File: src/hdl/mms_pkg.sv
// Shared types for the merge mission sequencer: the mission mode encoding,
// the geometry register set, and the input and result item layouts.
// No dependencies.
package mms_pkg;

  localparam int unsigned StationW = 32;
  localparam int unsigned JumpW    = 31;
  localparam int unsigned CfgIdxW  = 3;
  localparam int unsigned StateW   = 3;

  // Configuration register indexes.
  localparam logic [CfgIdxW-1:0] REG_APPROACH_START   = 3'd0;
  localparam logic [CfgIdxW-1:0] REG_ZONE_START       = 3'd1;
  localparam logic [CfgIdxW-1:0] REG_COMMIT_POINT     = 3'd2;
  localparam logic [CfgIdxW-1:0] REG_MERGE_DONE_POINT = 3'd3;
  localparam logic [CfgIdxW-1:0] REG_EXIT_POINT       = 3'd4;
  localparam logic [CfgIdxW-1:0] REG_JUMP_LIMIT       = 3'd5;

  // Reported mission state codes.
  localparam logic [StateW-1:0] CODE_INACTIVE   = 3'd0;
  localparam logic [StateW-1:0] CODE_APPROACH   = 3'd1;
  localparam logic [StateW-1:0] CODE_WAITING    = 3'd2;
  localparam logic [StateW-1:0] CODE_AUTHORIZED = 3'd3;
  localparam logic [StateW-1:0] CODE_COMMITTED  = 3'd4;
  localparam logic [StateW-1:0] CODE_COMPLETE   = 3'd5;

  typedef enum logic [5:0] {
    MODE_INACTIVE   = 6'b000001,
    MODE_APPROACH   = 6'b000010,
    MODE_WAITING    = 6'b000100,
    MODE_AUTHORIZED = 6'b001000,
    MODE_COMMITTED  = 6'b010000,
    MODE_COMPLETE   = 6'b100000
  } mode_t;

  typedef struct packed {
    logic signed [StationW-1:0] approach_start;
    logic signed [StationW-1:0] zone_start;
    logic signed [StationW-1:0] commit_point;
    logic signed [StationW-1:0] merge_done_point;
    logic signed [StationW-1:0] exit_point;
    logic        [JumpW-1:0]    jump_limit;
  } geom_t;

  typedef struct packed {
    logic                       mission_enable;
    logic                       authorized;
    logic                       progress_valid;
    logic signed [StationW-1:0] ego_station;
    logic                       prior_station_valid;
    logic signed [StationW-1:0] prior_station;
  } item_t;

  typedef struct packed {
    logic [StateW-1:0] mission_state;
    logic              mission_active;
    logic              is_committed;
    logic              authorized_now;
    logic              reset_seen;
  } result_t;

endpackage

File: src/hdl/mms_ifs.sv
// Handshake channels of the merge mission sequencer: input items, result
// items and configuration writes. Depends on mms_pkg.
interface mms_item_if;
  logic                                     valid;
  logic                                     ready;
  logic                                     mission_enable;
  logic                                     authorized;
  logic                                     progress_valid;
  logic signed [mms_pkg::StationW-1:0]      ego_station;
  logic                                     prior_station_valid;
  logic signed [mms_pkg::StationW-1:0]      prior_station;

  modport source (output valid, mission_enable, authorized, progress_valid, ego_station,
                  prior_station_valid, prior_station, input ready);
  modport sink (input valid, mission_enable, authorized, progress_valid, ego_station,
                prior_station_valid, prior_station, output ready);
endinterface

interface mms_result_if;
  logic                          valid;
  logic                          ready;
  logic [mms_pkg::StateW-1:0]    mission_state;
  logic                          mission_active;
  logic                          is_committed;
  logic                          authorized_now;
  logic                          reset_seen;

  modport source (output valid, mission_state, mission_active, is_committed,
                  authorized_now, reset_seen, input ready);
  modport sink (input valid, mission_state, mission_active, is_committed,
                authorized_now, reset_seen, output ready);
endinterface

interface mms_cfg_if;
  logic                           valid;
  logic                           ready;
  logic [mms_pkg::CfgIdxW-1:0]    index;
  logic [mms_pkg::StationW-1:0]   wdata;

  modport source (output valid, index, wdata, input ready);
  modport sink (input valid, index, wdata, output ready);
endinterface

File: src/hdl/mms_step.sv
// Combinational mission transition: from the current mode, the geometry
// registers and one input item, the next mode and the result item.
// Depends on mms_pkg.
module mms_step (
  input  mms_pkg::mode_t   mode,
  input  mms_pkg::geom_t   geom,
  input  mms_pkg::item_t   item,
  output mms_pkg::mode_t   mode_next,
  output mms_pkg::result_t result
);
  import mms_pkg::*;

  logic signed [StationW+1:0] prior_wide;
  logic signed [StationW+1:0] ego_wide;
  logic signed [StationW+1:0] jump_wide;
  logic                       jump_reset;
  logic signed [StationW-1:0] s;
  logic                       before_approach;
  mode_t                      track_mode;

  assign s          = item.ego_station;
  assign ego_wide   = {{2{item.ego_station[StationW-1]}}, item.ego_station};
  assign prior_wide = {{2{item.prior_station[StationW-1]}}, item.prior_station};
  assign jump_wide  = {3'b000, geom.jump_limit};

  // The backward jump test runs two bits wider, so the difference cannot wrap.
  assign jump_reset = item.mission_enable && item.prior_station_valid &&
                      item.progress_valid && (ego_wide < (prior_wide - jump_wide));

  assign before_approach = s < $signed(geom.approach_start);

  always_comb begin
    case (mode)
      MODE_COMMITTED: begin
        track_mode = (s >= $signed(geom.merge_done_point)) ? MODE_COMPLETE : MODE_COMMITTED;
      end
      MODE_COMPLETE: begin
        track_mode = (before_approach || s > $signed(geom.exit_point)) ?
                     MODE_INACTIVE : MODE_COMPLETE;
      end
      default: begin
        if (before_approach || s >= $signed(geom.merge_done_point)) begin
          track_mode = MODE_INACTIVE;
        end else if (s < $signed(geom.zone_start)) begin
          track_mode = item.authorized ? MODE_AUTHORIZED : MODE_APPROACH;
        end else if (item.authorized) begin
          track_mode = (s >= $signed(geom.commit_point)) ? MODE_COMMITTED : MODE_AUTHORIZED;
        end else begin
          track_mode = MODE_WAITING;
        end
      end
    endcase
  end

  always_comb begin
    if (!item.mission_enable || jump_reset) begin
      mode_next = MODE_INACTIVE;
    end else if (!item.progress_valid) begin
      mode_next = mode;
    end else begin
      mode_next = track_mode;
    end
  end

  always_comb begin
    case (mode_next)
      MODE_INACTIVE:   result.mission_state = CODE_INACTIVE;
      MODE_APPROACH:   result.mission_state = CODE_APPROACH;
      MODE_WAITING:    result.mission_state = CODE_WAITING;
      MODE_AUTHORIZED: result.mission_state = CODE_AUTHORIZED;
      MODE_COMMITTED:  result.mission_state = CODE_COMMITTED;
      MODE_COMPLETE:   result.mission_state = CODE_COMPLETE;
      default:         result.mission_state = CODE_INACTIVE;
    endcase
    result.mission_active = (mode_next != MODE_INACTIVE);
    result.is_committed   = (mode_next == MODE_COMMITTED) || (mode_next == MODE_COMPLETE);
    result.authorized_now = item.mission_enable && item.authorized;
    result.reset_seen     = jump_reset;
  end

endmodule

File: src/hdl/merge_mission_sequencer_unit.sv
// Top level of the merge mission sequencer: input register, transition logic,
// result register and geometry registers. Depends on mms_pkg, mms_ifs, mms_step.
//
//   Channel  Dir  Moves
//   cfg      in   register index and write data (ready is always high)
//   item     in   one tick of mission inputs
//   result   out  one result word per input word
//
// An accepted word lands in the input register, then in the result register once
// that is empty or read out; a new word can be taken every cycle unless the result
// stalls. The mode register is updated as the result is captured, so back-to-back
// words see each other's mode. A stalled result holds both registers; the input
// register still takes a word while it is empty. Synchronous reset clears the valid
// flags, the mode (inactive) and all geometry registers to zero.
module merge_mission_sequencer_unit (
  input logic            clk,
  input logic            rst,
  mms_cfg_if.sink        cfg,
  mms_item_if.sink       item,
  mms_result_if.source   result
);
  import mms_pkg::*;

  logic    hold_valid;
  item_t   hold_item;
  logic    res_valid;
  result_t res_item;
  mode_t   mode;
  mode_t   mode_next;
  geom_t   geom;
  result_t step_result;
  item_t   item_word;
  logic    advance;

  assign item_word = '{
    mission_enable:      item.mission_enable,
    authorized:          item.authorized,
    progress_valid:      item.progress_valid,
    ego_station:         item.ego_station,
    prior_station_valid: item.prior_station_valid,
    prior_station:       item.prior_station
  };

  assign advance    = hold_valid && (!res_valid || result.ready);
  assign item.ready = !hold_valid || advance;
  assign cfg.ready  = 1'b1;

  mms_step u_step (
    .mode      (mode),
    .geom      (geom),
    .item      (hold_item),
    .mode_next (mode_next),
    .result    (step_result)
  );

  always_ff @(posedge clk) begin
    if (rst) begin
      hold_valid <= 1'b0;
    end else if (item.ready) begin
      hold_valid <= item.valid;
    end
  end

  always_ff @(posedge clk) begin
    if (item.valid && item.ready) begin
      hold_item <= item_word;
    end
  end

  always_ff @(posedge clk) begin
    if (rst) begin
      res_valid <= 1'b0;
      mode      <= MODE_INACTIVE;
    end else begin
      if (advance) begin
        res_valid <= 1'b1;
        mode      <= mode_next;
      end else if (result.ready) begin
        res_valid <= 1'b0;
      end
    end
  end

  always_ff @(posedge clk) begin
    if (advance) begin
      res_item <= step_result;
    end
  end

  always_ff @(posedge clk) begin
    if (rst) begin
      geom <= '0;
    end else if (cfg.valid) begin
      case (cfg.index)
        REG_APPROACH_START:   geom.approach_start   <= cfg.wdata;
        REG_ZONE_START:       geom.zone_start       <= cfg.wdata;
        REG_COMMIT_POINT:     geom.commit_point     <= cfg.wdata;
        REG_MERGE_DONE_POINT: geom.merge_done_point <= cfg.wdata;
        REG_EXIT_POINT:       geom.exit_point       <= cfg.wdata;
        REG_JUMP_LIMIT:       geom.jump_limit       <= cfg.wdata[JumpW-1:0];
        default: begin
        end
      endcase
    end
  end

  assign result.valid          = res_valid;
  assign result.mission_state  = res_item.mission_state;
  assign result.mission_active = res_item.mission_active;
  assign result.is_committed   = res_item.is_committed;
  assign result.authorized_now = res_item.authorized_now;
  assign result.reset_seen     = res_item.reset_seen;

endmodule

File: src/flat_wrapper.sv
// flat-port wrapper written by rule: the top's interface ports become plain ports
module merge_mission_sequencer_unit_flat import mms_pkg::*;
  (clk, rst, cfg_valid, cfg_index, cfg_wdata, cfg_ready, item_valid, item_mission_enable, item_authorized, item_progress_valid, item_ego_station, item_prior_station_valid, item_prior_station, item_ready, result_valid, result_mission_state, result_mission_active, result_is_committed, result_authorized_now, result_reset_seen, result_ready);
  mms_cfg_if cfg_i ();
  mms_item_if item_i ();
  mms_result_if result_i ();
  input logic clk;
  input logic rst;
  input wire logic [$bits(cfg_i.valid)-1:0] cfg_valid;
  input wire logic [$bits(cfg_i.index)-1:0] cfg_index;
  input wire logic [$bits(cfg_i.wdata)-1:0] cfg_wdata;
  output wire logic [$bits(cfg_i.ready)-1:0] cfg_ready;
  input wire logic [$bits(item_i.valid)-1:0] item_valid;
  input wire logic [$bits(item_i.mission_enable)-1:0] item_mission_enable;
  input wire logic [$bits(item_i.authorized)-1:0] item_authorized;
  input wire logic [$bits(item_i.progress_valid)-1:0] item_progress_valid;
  input wire logic [$bits(item_i.ego_station)-1:0] item_ego_station;
  input wire logic [$bits(item_i.prior_station_valid)-1:0] item_prior_station_valid;
  input wire logic [$bits(item_i.prior_station)-1:0] item_prior_station;
  output wire logic [$bits(item_i.ready)-1:0] item_ready;
  output wire logic [$bits(result_i.valid)-1:0] result_valid;
  output wire logic [$bits(result_i.mission_state)-1:0] result_mission_state;
  output wire logic [$bits(result_i.mission_active)-1:0] result_mission_active;
  output wire logic [$bits(result_i.is_committed)-1:0] result_is_committed;
  output wire logic [$bits(result_i.authorized_now)-1:0] result_authorized_now;
  output wire logic [$bits(result_i.reset_seen)-1:0] result_reset_seen;
  input wire logic [$bits(result_i.ready)-1:0] result_ready;
  assign cfg_i.valid = cfg_valid;
  assign cfg_i.index = cfg_index;
  assign cfg_i.wdata = cfg_wdata;
  assign cfg_ready = cfg_i.ready;
  assign item_i.valid = item_valid;
  assign item_i.mission_enable = item_mission_enable;
  assign item_i.authorized = item_authorized;
  assign item_i.progress_valid = item_progress_valid;
  assign item_i.ego_station = item_ego_station;
  assign item_i.prior_station_valid = item_prior_station_valid;
  assign item_i.prior_station = item_prior_station;
  assign item_ready = item_i.ready;
  assign result_valid = result_i.valid;
  assign result_mission_state = result_i.mission_state;
  assign result_mission_active = result_i.mission_active;
  assign result_is_committed = result_i.is_committed;
  assign result_authorized_now = result_i.authorized_now;
  assign result_reset_seen = result_i.reset_seen;
  assign result_i.ready = result_ready;
  merge_mission_sequencer_unit u_core (.clk(clk), .rst(rst), .cfg(cfg_i), .item(item_i), .result(result_i));
endmodule
File: config.mk
export PLATFORM = sky130hd
export DESIGN_NAME = merge_mission_sequencer_unit_flat
export DESIGN_NICKNAME = d
export VERILOG_FILES = /design/src/hdl/mms_pkg.sv /design/src/hdl/mms_ifs.sv /design/src/hdl/mms_step.sv /design/src/hdl/merge_mission_sequencer_unit.sv /design/src/flat_wrapper.sv
export SDC_FILE = /design/constraint.sdc
export NUM_CORES = 1
export LEC_CHECK = 0
export BUFFER_PORTS_ARGS = -buffer_cell sky130_fd_sc_hd__buf_4
export CAP_MARGIN = 20
export CORE_MARGIN = 3
export CORE_UTILIZATION = 55
export DETAILED_ROUTE_END_ITERATION = 6
export PLACE_DENSITY = 0.84
export SYNTH_ARGS = -nofsm -noshare
export SYNTH_HDL_FRONTEND = slang
export SYNTH_SLANG_ARGS = --single-unit
File: constraint.sdc
create_clock -name clk -period 5.6 [get_ports clk]
set_clock_uncertainty 0.1 [all_clocks]
set_input_delay 0.84 -clock clk [delete_from_list [all_inputs] [get_ports clk]]
set_output_delay 0.84 -clock clk [all_outputs]
set_load 0.05 [all_outputs]
After elaboration in Yosys (flattened, before gate mapping)
Cells that the tools add are included.
W data, S select, Z words.
{ "totals": {"regBits": 274, "latchBits": 0, "ramBits": 0, "romBits": 0, "in_bits": 108, "out_inout_bits": 10, "elab_cells": 76, "memories": 0} }
{ "op_classes": {"n_addsub": 1, "n_mul": 0, "div": 0, "order_cmp": 6, "eq_ne": 13, "shifts": 0, "n_mux": 13, "bitwise_logic": 0, "reduce_logical": 23} }
{ "op_table": {"columns": ["cell", "count"], "rows": [
  ["$ge A32 B32 Y1", 2],
  ["$lt A32 B32 Y1", 2],
  ["$lt A32 B33 Y1", 1],
  ["$sub A32 B32 Y33", 1],
  ["$gt A32 B32 Y1", 1],
  ["$mux W6", 4],
  ["$mux W5", 4],
  ["$pmux W3 S5", 1],
  ["$eq A6 B5 Y1 const B", 2],
  ["$eq A6 B6 Y1 const B", 2],
  ["$pmux W6 S2", 1],
  ["$reduce_and A2 Y1", 6],
  ["$eq A3 B2 Y1 const B", 2],
  ["$eq A3 B3 Y1 const B", 2],
  ["$eq A6 B2 Y1 const B", 1],
  ["$eq A6 B3 Y1 const B", 1],
  ["$eq A6 B4 Y1 const B", 1],
  ["$logic_and A1 B1 Y1", 6],
  ["$logic_or A1 B1 Y1", 6],
  ["$ne A6 B1 Y1 const B", 1],
  ["$mux W4", 1],
  ["$eq A3 B1 Y1 const B", 1],
  ["$logic_not A1 Y1", 3],
  ["$logic_not A3 Y1", 1],
  ["2 further kinds", 3]
]} }

Depth between registers and ports, before layout
Gate-level depths: netlist of run 1.
{ "logic_depth": {"word_depth": 10, "depth_mapped": 25, "depth_no_buf": 25} }

Cells and area by module
A second synthesis of run 1 with hierarchy kept.
{ "unflattened": {"cells_unflattened": 1886, "area_unflattened_um2": 16057.9} }
{ "modules_own_cells": {"columns": ["mod", "n_inst", "cells_per_inst", "area_each_um2"], "rows": [
  ["merge_mission_sequencer_unit", 1, 960, 9361.5],
  ["mms_step", 1, 926, 6696.4]
]} }

Worst setup path after synthesis of run 1
OpenSTA, ideal clock, no wires.
{ "synth_path": {"path_type": "reg-to-reg", "startpoint": "register u_core.hold_item[0] (netlist name)", "endpoint": "register u_core.res_item (netlist bit u_core.result.is_committed), data pin", "setup_ns": 0.133, "arrival_time_ns": 4.963, "required_ns": 5.367, "path_slack_ns": 0.404, "path_stages_with_launch": 25, "path_buffers": 0, "synth_period_minus_slack_ns": 5.196, "path_cell_list": "edfxtp_1 > inv_1 > ha_1 > inv_1 > fa_1 > a211oi_1 > o21ai_0 > a2111oi_2 > o311ai_1 > o311ai_1 > o2111ai_1 > nand2_1 > nor2_1 > a2111oi_0 > nor2_1 > ha_1 > and4_1 > nand3_1 > inv_1 > a21oi_1 > o31ai_1 > a31o_2 > a2111oi_4 > nand2_1 > and4bb_2"} }
{ "synth_rtl": {"columns": ["element", "line_no", "rtl"], "rows": [
  ["from (decl)", "merge_mission_sequencer_unit.sv:25", "item_t hold_item;"],
  ["from (signal assigned)", "merge_mission_sequencer_unit.sv:66", "hold_item <= item_word;"],
  ["to (signal assigned)", "merge_mission_sequencer_unit.sv:86", "res_item <= step_result;"],
  ["to (decl)", "merge_mission_sequencer_unit.sv:27", "result_t res_item;"]
]} }

==> PnR_summary.wiki, run 1 <==
{| class="wikitable"
! Metric !! Value
|-
| Worst IR Drop VDD || 0.253 mV
|-
| Number of DRC violations after detailed routing || 0
|-
| Average cell area after synthesis || 8.31 um^2
|-
| Achievable clock frequency || 0.187 GHz
|-
| Core ar. || 0.0279 mm^2
|-
| Iteration count of the initial detailed-routing pass || 5
|-
| Total Routed Length || 43200 um
|-
| DR vias/cell || 5.81
|-
| Shortest period the worst path allows || 5.34 ns
|-
| Startpoint of the lowest-slack hold path || u_core.geom[159]$_SDFFE_PP0P_
|-
| Setup repair after global routing missed its margin || yes
|-
| Min-Delay Path Depth || 2
|-
| Number of antenna violations at the first check in global routing || 0
|-
| Average wire per standard cell || 17.9 um
|-
| Max-cap violations || 0
|-
| Cells along the critical path || ha_1, and2_1, o21ai_0, nand3_1, a211o_1, a211o_1, a21o_1, a211oi_1, o31ai_1, a21oi_1, xnor2_1, ha_1, and4_1, nand3_2, inv_1, a21oi_2, buf_4, buf_4, a31o_2, a2111oi_4, nand2_1, and4bb_2
|-
| Internal || 0.00359 W
|-
| Endpoint, Worst Hold || u_core.geom[159]$_SDFFE_PP0P_
|-
| Most common flop cell mapped by yosys || sky130_fd_sc_hd__dfxtp_1
|-
| Least-Margin Pin Slew || 0.953 ns
|-
| End of the worst register-to-register path || u_core.result.is_committed$_DFFE_PP_
|-
| Relative slew slack || 0.364
|-
| Site row count || 61
|-
| Data required, critical path || 5.93 ns
|-
| Flip-flop and latch count after synthesis || 273
|-
| Largest stage delay on the critical path || 0.39 ns
|-
| Area added between synthesis and finish || 16.1%
|-
| Number of buffers inserted by hold repair at cts || 0
|-
| Overall track demand over capacity in global routing || 0.272
|-
| Slowest cell on the critical path || sky130_fd_sc_hd__edfxtp_1
|-
| Library cells used by synthesis || 67
|-
| Vias || 14000
|-
| Post-synthesis instance area || 0.0157 mm^2
|-
| Io pins || 118
|-
| Horizontal extent of the die || 175 um
|-
| Met1 Wirelength || 17900 um
|-
| Total of endpoints with negative setup slack in the final report || 0
|-
| Number of hold violations in the final report || 0
|-
| Detailed Route Iter0 Violations || 1190
|-
| Initial core utilization || 0.562
|-
| Crit share post-route || 0.953
|-
| Max H-tree Level || 1
|-
| Num CTS Buffers || 31
|-
| Port Buffers || 116
|-
| Overall die height || 175 um
|-
| Half-perimeter wire length after placement || 31200 um
|-
| Total Power || 0.00489 W
|-
| Slew Limit Fails || 0
|-
| Pin count of the biggest net entering global routing || 131
|-
| Leakage Power || 6.85 nW
|-
| Combinational power share || 0.150
|-
| Final Wtd Congestion || 0.920
|-
| Synth Instances || 1889
|-
| First-pass GRT wire length || 67700 um
|-
| Nature of the critical path endpoint || flop
|-
| Synthesized netlist net count || 2219
|-
| Async set or reset register ratio after synthesis || 0
|-
| Buffer type at the clock tree root || sky130_fd_sc_hd__clkbuf_16
|-
| Pwr/cell area || 268 mW/mm^2
|-
| Count of inserted antenna diode cells || 0
|-
| TritonCTS clock tree || yes
|-
| Clock Latency Late Sink || 0.56 ns
|-
| Final antenna-violating net count || 0
|-
| Detailed route wirelength on metal2 || 19700 um
|-
| Sinks on the clock net || 273
|-
| Arrival @ worst endpoint || 5.67 ns
|-
| Startpoint of the worst register-to-register path || u_core.hold_item[3]$_DFFE_PP_
|-
| Sequential share of the synthesized area || 0.395
|-
| GR Overflow Total || 0
|-
| Part of the total power dissipated in the clock network || 0.408
|-
| CTS Buffer Depth || 3
|-
| FF-to-FF setup slack || 0.26 ns
|-
| Largest area contributor in the synthesized netlist || sky130_fd_sc_hd__dfxtp_1
|-
| Aggregate negative setup slack || 0 ns
|-
| Switching part of the total power || 0.265
|-
| Count of cells along the worst register-to-register path || 22
|-
| Area enclosed by the die boundary || 0.0306 mm^2
|-
| Synthesis Warnings || 0
|-
| Nature of the critical path startpoint || flop
|-
| Hold Crit Class || flop to flop
|-
| Via count of the first global-routing pass || 13600
|-
| Worst-path fanout max || 5
|-
| Portion of synthesized cell area occupied by the leading cell type || 0.254
|-
| DR top layer || met4
|-
| Switching power summed over all nets || 0.00130 W
|-
| Most area-consuming cells after synthesis || sky130_fd_sc_hd__dfxtp_1 (25%), sky130_fd_sc_hd__ha_1 (18%), sky130_fd_sc_hd__edfxtp_1 (14%), sky130_fd_sc_hd__nand2_1 (11%), sky130_fd_sc_hd__a21oi_1 (9.5%)
|-
| Clock-pin transition on the worst setup and hold timing paths || 0.06 ns
|-
| Number of enable flip-flop cells after synthesis || 74
|-
| Final layout net count || 2333
|-
| Fraction of final layout cells sized beyond drive strength 1 || 0.113
|-
| Met3 wirelength from detailed routing || 4080 um
|-
| Fraction of power consumed by sequential logic || 0.442
|-
| Result of the run || finished clean
|-
| CP Class || flop to flop
|}
-- synthesized netlist by cell type, drive strengths merged, types with 4 or more instances --
cell     count
a21o        29
inv        211
o211ai      10
or4          4
nor3        12
xnor2       15
o21bai       7
nand2b      11
o31ai        5
xor2        17
ha         221
and4         5
edfxtp      74
o21ai       40
a211o        6
and2         4
o21a         6
o311ai       4
a211oi      10
a2111oi      7
a31oi        6
nor4         9
clkbuf      59
nand2      450
nand3       26
o2111ai      4
nor2        41
a21oi      298
and2b        5
nand4       32
dfxtp      199
nor3b        5
nor2b       15
-- worst max path at each step --
stage,start,end,slack (ns),cells after the start
after global routing,u_core.hold_item[0]$_DFFE_PP_,u_core.result.mission_state[1]$_DFFE_PP_,-0.06,26
after detailed placement,u_core.hold_item[0]$_DFFE_PP_,u_core.result.mission_state[0]$_DFFE_PP_,-0.14,25
after global placement,u_core.hold_item[0]$_DFFE_PP_,u_core.result.mission_state[0]$_DFFE_PP_,0.06,25
final,u_core.hold_item[3]$_DFFE_PP_,u_core.result.is_committed$_DFFE_PP_,0.26,22
after floorplan,u_core.hold_item[0]$_DFFE_PP_,u_core.result.is_committed$_DFFE_PP_,0.40,24
after CTS,u_core.hold_item[0]$_DFFE_PP_,u_core.result.mission_state[0]$_DFFE_PP_,0.001,24
-- metal layers --
metal	track usage	vias to the layer above
li1	-	6728
met1	0.363	6511
met2	0.448	604
met3	0.0437	120
met4	0.0994	0
met5	0	-
-- power groups by stage --
stage / sequential, W / clock [W] / combinational (W)
after floorplan: 0.00218 / 0 / 0.000448
after global placement: 0.00220 / 0 / 0.000657
after detailed placement: 0.00220 / 0 / 0.000697
after CTS: 0.00216 / 0.00201 / 0.000705
after global routing: 0.00217 / 0.00209 / 0.000817
final: 0.00216 / 0.00200 / 0.000734
-- area by class of cell --
type | count | area (um^2)
inverters | 211 | 792
fillers | 2258 | 9710
multi-input cells | 1344 | 8630
clock buffers | 51 | 951
repair buffers | 142 | 1120
clock inverters | 6 | 58.8
well taps | 378 | 473
flip-flops and latches | 273 | 6210
-- timing repair --
item / in CTS / in global routing
setup buffers: 0 / 5
setup endpoints to repair: 3 / 10
resized for setup: 5 / 21
pin swaps: 1 / 21
-- state kept, by name, indices dropped and copies added, names as in the netlist --
signal / flops
u_core.result.mission_active: 1
u_core.geom: 191
u_core.hold_item: 68
u_core.result.authorized_now: 1
u_core.hold_valid: 1
u_core.mode: 6
u_core.result.mission_state: 2
u_core.result.reset_seen: 1
u_core.result.valid: 1
u_core.result.is_committed: 1
-- worst max-delay path: cells and delay by family, from the launching register on --
kind	cells	cell delay (ns)
adders and majority gates	2	0.67
AOI/OAI and AO/OA	10	2.54
DFF	1	0.39
and+or+nand+nor	6	1.05
xor gates and xnor gates	1	0.08
buffers and inverters	3	0.39
-- logic make-up (layout without fill, tap and decap cells) --
kind of cell / Yosys count / count (layout) / synth area share
AOI/OAI and AO/OA: 456 / 456 / 0.169
xor gates and xnor gates: 32 / 32 / 0.0178
adders and majority gates: 222 / 222 / 0.177
buffers and inverters: 272 / 410 / 0.0655
DFF: 273 / 273 / 0.395
muxes: 2 / 2 / 0.00135
other: 1 / 1 / 0.000239
and+or+nand+nor: 631 / 631 / 0.173
-- stage by stage --
step / util / instances / cell area (um^2) / hold slack [ns] / worst slack (ns)
2_1_floorplan: - / 1889 / 15700 / 0.332 / 0.404
3_3_place_gp: 0.608 / 2341 / 17000 / 0.342 / 0.0615
3_5_place_dp: 0.610 / 2343 / 17000 / 0.343 / -0.141
4_1_cts: 0.647 / 2400 / 18100 / 0.340 / 0.00133
5_1_grt: 0.652 / 2405 / 18200 / 0.334 / -0.0590
6_report: 0.652 / 2405 / 18200 / 0.351 / 0.261
-- placed cells by master, fill, tap and decap left out, drive strengths merged, types with 6 or more instances in the layout --
cell type and count:
nor2 41, a21o 29, buf 142, a31oi 6, o21ai 40, xnor2 15, a211oi 10, ha 221
nor3 12, xor2 17, a2111oi 7, nand3 26, nor2b 15, inv 211, a211o 6, edfxtp 74
nand2 450, dfxtp 199, o211ai 10, nand2b 11, o21a 6, o21bai 7, nor4 9, nand4 32
a21oi 298, clkbuf 51
(Power assumes the default switching activity.)
==> inputs of run 2 (changes only) <==
--- a/config.mk
+++ b/config.mk
@@ -8,9 +8,11 @@
 export BUFFER_PORTS_ARGS = -buffer_cell sky130_fd_sc_hd__buf_4
 export CAP_MARGIN = 20
 export CORE_MARGIN = 3
-export CORE_UTILIZATION = 55
+export CORE_UTILIZATION = 57
+export CTS_BUF_LIST = sky130_fd_sc_hd__clkbuf_8
 export DETAILED_ROUTE_END_ITERATION = 6
-export PLACE_DENSITY = 0.84
+export PLACE_DENSITY = 0.86
+export SETUP_SLACK_MARGIN = 0.4
 export SYNTH_ARGS = -nofsm -noshare
 export SYNTH_HDL_FRONTEND = slang
 export SYNTH_SLANG_ARGS = --single-unit
==> PnR_summary.wiki, run 2 (synthesis results as in run 1) <==
{| class="wikitable"
! Metric !! Value
|-
| Result of the run || finished clean
|-
| Global-route met2 utilization || 0.464 (+0.0156)
|-
| Core ar. || 0.0270 mm^2 (-3.3%)
|-
| Aggregate negative setup slack || 0 ns (unchanged)
|-
| Data required, critical path || 5.94 ns (about the same)
|-
| Pre-CTS setup slack || -0.172 ns (-0.0313 ns)
|-
| Worst setup margin || 0.306 ns (+0.0447 ns)
|-
| Via count of the first global-routing pass || 13700 (+0.85%)
|-
| Site row count || 60 (-1.6%)
|-
| Final layout net count || 2357 (+1.0%)
|-
| Num CTS Buffers || 49 (+58%)
|-
| Total cell area at the placement stage || 0.0170 mm^2 (-0.47%)
|-
| Slew Limit Fails || 0 (unchanged)
|-
| Achievable clock frequency || 0.189 GHz (+0.84%)
|-
| Number of antenna violations at the first check in global routing || 0 (unchanged)
|-
| TritonCTS clock tree || yes
|-
| Endpoint, Worst Hold || u_core.hold_item[3]$_DFFE_PP_
|-
| Overall track demand over capacity in global routing || 0.279 (+0.00664)
|-
| Arrival @ worst endpoint || 5.63 ns (-0.04 ns)
|-
| Nature of the critical path endpoint || flop
|-
| Setup repair after global routing missed its margin || yes
|-
| First-pass GRT wire length || 66400 um (-2.0%)
|-
| Area enclosed by the die boundary || 0.0296 mm^2 (-3.4%)
|-
| Vias || 14100 (+0.66%)
|-
| Leakage Power || 6.92 nW (+0.92%)
|-
| Max-cap violations || 0 (unchanged)
|-
| Registers with the highest flip-flop counts || u_core.geom: 191 flops, u_core.hold_item: 68 flops, u_core.mode: 6 flops
|-
| FF-to-FF setup slack || 0.31 ns (+0.04 ns)
|-
| Commonest cells after routing, fill and taps aside || sky130_fd_sc_hd__nand2_1 (449), sky130_fd_sc_hd__a21oi_1 (295), sky130_fd_sc_hd__inv_1 (228)
|-
| Average wire per standard cell || 17.6 um (-1.9%)
|-
| Min-Delay Path Depth || 1 (-1)
|-
| Met1 track demand over resource in global routing || 0.368 (+0.00492)
|-
| Clock-pin transition on the worst setup and hold timing paths || 0.06 ns (about the same)
|-
| Relative slew slack || 0.375 (+0.0105)
|-
| Most common cell after layout, fill and taps aside || sky130_fd_sc_hd__nand2_1
|-
| Final Wtd Congestion || 0.902 (-2.0%)
|-
| Count of inserted antenna diode cells || 0 (unchanged)
|-
| CP Class || flop to flop
|-
| Number of DRC violations after detailed routing || 0 (unchanged)
|-
| Number of hold violations in the final report || 0 (unchanged)
|-
| Area added between synthesis and finish || 15.6%
|-
| Startpoint of the lowest-slack hold path || item_prior_station[3]
|-
| End of the worst register-to-register path || u_core.result.is_committed$_DFFE_PP_
|-
| Final antenna-violating net count || 0 (unchanged)
|-
| Pwr/cell area || 257 mW/mm^2 (-4.2%)
|-
| Most used routing layer || met2
|-
| Layout Utilization || 0.672 (+0.0195)
|-
| Port Buffers || 116 (unchanged)
|-
| Crit share post-route || 0.945 (-0.00799)
|-
| Sinks on the clock net || 273 (unchanged)
|-
| Shortest period the worst path allows || 5.29 ns (-0.0447 ns)
|-
| Nature of the critical path startpoint || flop
|-
| Grt met3 use || 0.0439 (+0.000219)
|-
| Startpoint of the worst register-to-register path || u_core.hold_item[0]$_DFFE_PP_
|-
| Final cell area excluding filler cells || 0.0182 mm^2 (-0.36%)
|-
| Buffer type at the clock tree root || sky130_fd_sc_hd__clkbuf_8
|-
| CTS Buffer Depth || 3 (unchanged)
|-
| Horizontal extent of the die || 172 um (-1.7%)
|-
| Pin count of the biggest net entering global routing || 81 (-38%)
|-
| Overall die height || 172 um (-1.7%)
|-
| Count of cells along the worst register-to-register path || 24 (+9.1%)
|-
| Total Routed Length || 42300 um (-2.0%)
|-
| Top register by number of flip-flops || u_core.geom
|-
| DR vias/cell || 5.85 (+0.78%)
|-
| GR Overflow Total || 0 (unchanged)
|-
| Least-Margin Pin Slew || 0.938 ns (-0.0158 ns)
|-
| Detailed Route Iter0 Violations || 1157 (-2.8%)
|-
| Total of endpoints with negative setup slack in the final report || 0 (unchanged)
|-
| Number of flip-flops under the largest register name || 191 (unchanged)
|-
| Worst IR Drop VDD || 0.169 mV (-33%)
|-
| Hold Crit Class || primary input to flop
|-
| Half-perimeter wire length after placement || 29800 um (-4.3%)
|-
| Worst-path fanout max || 4 (-1)
|-
| Max H-tree Level || 2 (+1)
|-
| Fraction of final layout cells sized beyond drive strength 1 || 0.124 (+0.0112)
|-
| Initial core utilization || 0.581 (+0.0189)
|-
| Io pins || 118 (unchanged)
|-
| Iteration count of the initial detailed-routing pass || 5 (unchanged)
|-
| Clock Latency Late Sink || 0.58 ns (+0.02 ns)
|}
## run 2: cell type report
cell class,instances,area (um^2)
clock buffers,55,757
clock inverters,30,156
fillers,2093,8870
inverters,211,792
multi-input cells,1344,8660
flip-flops and latches,273,6210
well taps,341,427
repair buffers,148,1160
## run 2: metrics by stage
stage                     total power [W]  cells  hold slack [ns]
after floorplan                   0.00263   1889            0.332
after global placement            0.00285   2308            0.338
after detailed placement          0.00289   2308            0.343
after CTS                         0.00467   2398            0.304
after global routing              0.00488   2402            0.306
final                             0.00467   2402            0.329
## run 2: worst max-delay path by stage
stage / from / to / slack [ns] / depth (start not counted)
after floorplan: u_core.hold_item[0]$_DFFE_PP_ / u_core.result.is_committed$_DFFE_PP_ / 0.40 / 24
after global placement: u_core.hold_item[0]$_DFFE_PP_ / u_core.result.mission_state[0]$_DFFE_PP_ / 0.02 / 26
after detailed placement: u_core.hold_item[0]$_DFFE_PP_ / u_core.result.mission_state[0]$_DFFE_PP_ / -0.17 / 26
after CTS: u_core.hold_item[0]$_DFFE_PP_ / u_core.result.is_committed$_DFFE_PP_ / 0.1 / 25
after global routing: u_core.hold_item[0]$_DFFE_PP_ / u_core.result.is_committed$_DFFE_PP_ / -0.02 / 24
final: u_core.hold_item[0]$_DFFE_PP_ / u_core.result.is_committed$_DFFE_PP_ / 0.31 / 24
## run 2: repair_timing
action,CTS,global route
endpoints found under the setup margin,11,11
pin swaps,24,18
setup buffers,5,2
resized for setup,22,14
hold buffers,0,0
## run 2: power breakdown
group	total, W	switching [W]	internal [W]
clock	0.00176	0.000822	0.000940
sequential	0.00217	0.0000692	0.00210
combinational	0.000741	0.000431	0.000309
total	0.00467	0.00132	0.00335
## run 2: per-layer routing
layer	vias up	part of all wire
met5	-	0
li1	6751	-
met2	582	0.46
met1	6608	0.42
met4	0	0.033
met3	114	0.084
## run 2: worst max-delay path, cell delays in order, from the launching register on
cell                        delay [ns]
sky130_fd_sc_hd__edfxtp_1         0.36
sky130_fd_sc_hd__inv_1            0.06
sky130_fd_sc_hd__ha_2             0.18
sky130_fd_sc_hd__inv_2            0.04
sky130_fd_sc_hd__fa_2             0.37
sky130_fd_sc_hd__a211oi_4         0.24
sky130_fd_sc_hd__o21ai_2          0.11
sky130_fd_sc_hd__a2111oi_2        0.30
sky130_fd_sc_hd__buf_4            0.19
sky130_fd_sc_hd__o311ai_4         0.09
sky130_fd_sc_hd__o311ai_2         0.23
sky130_fd_sc_hd__buf_4            0.17
sky130_fd_sc_hd__o211ai_1         0.09
sky130_fd_sc_hd__a21oi_1          0.18
sky130_fd_sc_hd__xor2_1           0.17
sky130_fd_sc_hd__ha_1             0.28
sky130_fd_sc_hd__a21o_1           0.19
sky130_fd_sc_hd__a221oi_1         0.41
sky130_fd_sc_hd__o21ai_2          0.13
sky130_fd_sc_hd__a21oi_2          0.15
sky130_fd_sc_hd__o31ai_2          0.09
sky130_fd_sc_hd__a31o_2           0.25
sky130_fd_sc_hd__a2111oi_4        0.32
sky130_fd_sc_hd__nand2_1          0.12
sky130_fd_sc_hd__and4bb_2         0.32
==> inputs of run 3 (changes only) <==
--- a/config.mk
+++ b/config.mk
@@ -11,6 +11,8 @@
 export CORE_UTILIZATION = 57
 export CTS_BUF_LIST = sky130_fd_sc_hd__clkbuf_8
 export DETAILED_ROUTE_END_ITERATION = 6
+export GPL_TIMING_DRIVEN = 0
+export MAX_ROUTING_LAYER = met4
 export PLACE_DENSITY = 0.86
 export SETUP_SLACK_MARGIN = 0.4
 export SYNTH_ARGS = -nofsm -noshare
==> PnR_summary.wiki, run 3 (synthesis results as in run 1) <==
{| class="wikitable"
! Metric !! Value
|-
| Worst-path fanout max || 3 (-1)
|-
| Crit path buffers/inverters || 3 (-1)
|-
| Worst IR Drop VDD || 0.164 mV (-3.2%)
|-
| Site row count || 60 (unchanged)
|-
| CP Class || flop to flop
|-
| Number of DRC violations after detailed routing || 0 (unchanged)
|-
| Number of flip-flops under the largest register name || 191 (unchanged)
|-
| Initial core utilization || 0.581 (unchanged)
|-
| Vias || 14200 (+0.96%)
|-
| Number of antenna violations at the first check in global routing || 0 (unchanged)
|-
| Port Buffers || 115 (-0.86%)
|-
| Cells along the critical path || ha_2, inv_2, fa_2, a211oi_4, o21ai_2, a2111oi_2, buf_4, o311ai_4, o311ai_4, o2111ai_2, nand2_2, nor2_2, a2111oi_4, nor2_1, ha_1, and4_4, nand3_4, nor4_4, o221ai_4, a31o_4, a2111oi_4, buf_4, nor2_1, a211o_1
|-
| Setup repair after global routing missed its margin || yes
|-
| Clock-pin transition on the worst setup and hold timing paths || 0.07 ns (about the same)
|-
| FF-to-FF setup slack || 0.32 ns (+0.02 ns)
|-
| Part of the total power dissipated in the clock network || 0.387 (+0.009)
|-
| CTS Buffer Depth || 3 (unchanged)
|-
| Half-perimeter wire length after placement || 32000 um (+7.1%)
|-
| End of the worst register-to-register path || u_core.mode[0]$_SDFFE_PP1P_
|-
| Largest stage delay on the critical path || 0.40 ns (about the same)
|-
| First-pass GRT wire length || 66600 um (+0.35%)
|-
| Most used routing layer || met2
|-
| Grt met3 use || 0.0494 (+0.00549)
|-
| Max-cap violations || 0 (unchanged)
|-
| GR Overflow Total || 0 (unchanged)
|-
| Total Power || 0.00475 W (+1.7%)
|-
| Number of cells after detailed placement || 2345 (+1.6%)
|-
| Nature of the critical path startpoint || flop
|-
| Total of endpoints with negative setup slack in the final report || 0 (unchanged)
|-
| Global-route met2 utilization || 0.465 (+0.00120)
|-
| Min-Delay Path Depth || 1 (unchanged)
|-
| Most common cell after layout, fill and taps aside || sky130_fd_sc_hd__nand2_1
|-
| Max H-tree Level || 2 (unchanged)
|-
| Final cell area excluding filler cells || 0.0183 mm^2 (+0.80%)
|-
| Final Wtd Congestion || 0.981 (+8.8%)
|-
| Startpoint of the lowest-slack hold path || item_ego_station[30]
|-
| Shortest period the worst path allows || 5.28 ns (-0.0180 ns)
|-
| Final antenna-violating net count || 0 (unchanged)
|-
| Slowest cell on the critical path || sky130_fd_sc_hd__dfxtp_1
|-
| Final layout net count || 2395 (+1.6%)
|-
| Kind of cell with the highest combined delay on the critical path || compound AO/OA/AOI/OAI gates
|-
| Leakage Power || 6.91 nW (about the same)
|-
| Clock Latency Late Sink || 0.57 ns (about the same)
|-
| Top register by number of flip-flops || u_core.geom
|-
| Hold Crit Class || primary input to flop
|-
| Total Routed Length || 42900 um (+1.3%)
|-
| Met1 track demand over resource in global routing || 0.359 (-0.00919)
|-
| Count of inserted antenna diode cells || 0 (unchanged)
|-
| Detailed Route Iter0 Violations || 1042 (-9.9%)
|-
| Achievable clock frequency || 0.190 GHz (+0.34%)
|-
| Area added between synthesis and finish || 16.6%
|-
| Aggregate negative setup slack || 0 ns (unchanged)
|-
| Crit share post-route || 0.942 (-0.00321)
|-
| Least-Margin Pin Slew || 0.930 ns (-0.00798 ns)
|-
| Data required, critical path || 5.96 ns (+0.02 ns)
|-
| TritonCTS clock tree || yes
|-
| Combinational power share || 0.158 (about the same)
|-
| Sinks on the clock net || 273 (unchanged)
|-
| Buffer type at the clock tree root || sky130_fd_sc_hd__clkbuf_8
|-
| Internal || 0.00341 W (+2.0%)
|-
| Relative slew slack || 0.380 (+0.00532)
|-
| Slew Limit Fails || 0 (unchanged)
|-
| Fraction of power consumed by sequential logic || 0.455 (-0.009)
|-
| Horizontal extent of the die || 172 um (unchanged)
|-
| Overall die height || 172 um (unchanged)
|-
| Total cell area at the placement stage || 0.0170 mm^2 (+0.19%)
|-
| Pwr/cell area || 259 mW/mm^2 (+0.93%)
|-
| Fraction of final layout cells sized beyond drive strength 1 || 0.116 (-0.00855)
|-
| Pin count of the biggest net entering global routing || 69 (-15%)
|-
| Via count of the first global-routing pass || 13800 (+1.2%)
|-
| Startpoint of the worst register-to-register path || u_core.geom[0]$_SDFFE_PP0P_
|-
| Count of cells along the worst register-to-register path || 24 (unchanged)
|-
| Switching part of the total power || 0.282 (-0.00173)
|-
| Number of cells in the finished layout apart from fillers || 2442 (+1.7%)
|-
| Core ar. || 0.0270 mm^2 (unchanged)
|-
| Number of hold violations in the final report || 0 (unchanged)
|-
| Io pins || 118 (unchanged)
|-
| DR vias/cell || 5.81 (-0.69%)
|-
| Average wire per standard cell || 17.6 um (-0.35%)
|-
| Commonest cells after routing, fill and taps aside || sky130_fd_sc_hd__nand2_1 (448), sky130_fd_sc_hd__a21oi_1 (296), sky130_fd_sc_hd__inv_1 (226)
|-
| Num CTS Buffers || 46 (-6.1%)
|-
| Nature of the critical path endpoint || flop
|-
| Iteration count of the initial detailed-routing pass || 6 (+1)
|-
| Result of the run || finished clean
|-
| Arrival @ worst endpoint || 5.63 ns (about the same)
|-
| Endpoint, Worst Hold || u_core.hold_item[63]$_DFFE_PP_
|-
| Area enclosed by the die boundary || 0.0296 mm^2 (unchanged)
|-
| Overall track demand over capacity in global routing || 0.289 (+0.0105)
|-
| Registers with the highest flip-flop counts || u_core.geom: 191 flops, u_core.hold_item: 68 flops, u_core.mode: 6 flops
|-
| Switching power summed over all nets || 0.00134 W (+1.1%)
|}
==> run 3: changes by cell type in the layout (fill, tap and decap cells not counted), moves of 3 or more <==
cell,delta
sky130_fd_sc_hd__buf_4,-16
sky130_fd_sc_hd__clkbuf_1,+59
sky130_fd_sc_hd__clkbuf_8,+5
sky130_fd_sc_hd__clkinv_1,-4
sky130_fd_sc_hd__nor2_2,-3
==> run 3: power by group through the flow <==
stage | clock network [W] | logic (W) | registers [W]
5_1_grt | 0.00194 | 0.000831 | 0.00217
3_5_place_dp | 0 | 0.000683 | 0.00220
6_report | 0.00184 | 0.000748 | 0.00216
2_1_floorplan | 0 | 0.000448 | 0.00218
3_3_place_gp | 0 | 0.000647 | 0.00220
4_1_cts | 0.00184 | 0.000718 | 0.00216
==> run 3: worst reg2reg max path, cell delays in order, from the launching register on <==
cell	delay [ns]
sky130_fd_sc_hd__dfxtp_1	0.40
sky130_fd_sc_hd__ha_2	0.22
sky130_fd_sc_hd__inv_2	0.04
sky130_fd_sc_hd__fa_2	0.37
sky130_fd_sc_hd__a211oi_4	0.25
sky130_fd_sc_hd__o21ai_2	0.11
sky130_fd_sc_hd__a2111oi_2	0.32
sky130_fd_sc_hd__buf_4	0.20
sky130_fd_sc_hd__o311ai_4	0.10
sky130_fd_sc_hd__o311ai_4	0.31
sky130_fd_sc_hd__o2111ai_2	0.16
sky130_fd_sc_hd__nand2_2	0.12
sky130_fd_sc_hd__nor2_2	0.06
sky130_fd_sc_hd__a2111oi_4	0.19
sky130_fd_sc_hd__nor2_1	0.09
sky130_fd_sc_hd__ha_1	0.31
sky130_fd_sc_hd__and4_4	0.22
sky130_fd_sc_hd__nand3_4	0.09
sky130_fd_sc_hd__nor4_4	0.24
sky130_fd_sc_hd__o221ai_4	0.23
sky130_fd_sc_hd__a31o_4	0.30
sky130_fd_sc_hd__a2111oi_4	0.27
sky130_fd_sc_hd__buf_4	0.18
sky130_fd_sc_hd__nor2_1	0.04
sky130_fd_sc_hd__a211o_1	0.23
==> run 3: how the worst max path moves through the flow <==
| stage | from | depth (start not counted) | slack, ns | end |
|---|---|---|---|---|
| detailed placement | u_core.hold_item[0]$_DFFE_PP_ | 24 | -0.99 | u_core.result.mission_state[0]$_DFFE_PP_ |
| CTS | u_core.hold_item[0]$_DFFE_PP_ | 24 | 0.03 | u_core.result.mission_state[0]$_DFFE_PP_ |
| floorplan | u_core.hold_item[0]$_DFFE_PP_ | 24 | 0.40 | u_core.result.is_committed$_DFFE_PP_ |
| finish | u_core.geom[0]$_SDFFE_PP0P_ | 24 | 0.32 | u_core.mode[0]$_SDFFE_PP1P_ |
| global placement | u_core.hold_item[0]$_DFFE_PP_ | 24 | -0.89 | u_core.result.mission_state[0]$_DFFE_PP_ |
| global route | u_core.geom[3]$_SDFFE_PP0P_ | 21 | 0.08 | u_core.result.mission_state[0]$_DFFE_PP_ |
==> run 3: timing repair <==
| item | 4_1_cts | 5_1_grt |
|---|---|---|
| buffers inserted | 11 | 2 |
| pin swaps | 27 | 18 |
| hold buffers | 0 | 0 |
| setup endpoints to repair | 11 | 11 |
| resized for setup | 30 | 20 |
==> run 3: final cells by class <==
cell class | instances | area, um^2
timing repair buffer | 128 | 972
sequential | 273 | 6210
clock buffer | 60 | 826
fill | 2092 | 8720
inverter | 211 | 792
buffer | 61 | 236
clock inverter | 24 | 134
tap | 341 | 427
multi-input combinational | 1344 | 8710
==> run 3: per-layer routing <==
layer / routed length [um] / up-vias
met4: 1860 / 0
li1: - / 6849
met3: 4060 / 125
met5: 0 / -
met2: 19600 / 620
met1: 17300 / 6596
==> run 3: per-stage QoR <==
stage	util	setup WS [ns]	hold WS [ns]
2_1_floorplan	-	0.404	0.332
3_3_place_gp	0.629	-0.888	0.339
3_5_place_dp	0.629	-0.995	0.347
4_1_cts	0.673	0.0260	0.327
5_1_grt	0.677	0.0773	0.324
6_report	0.677	0.324	0.340
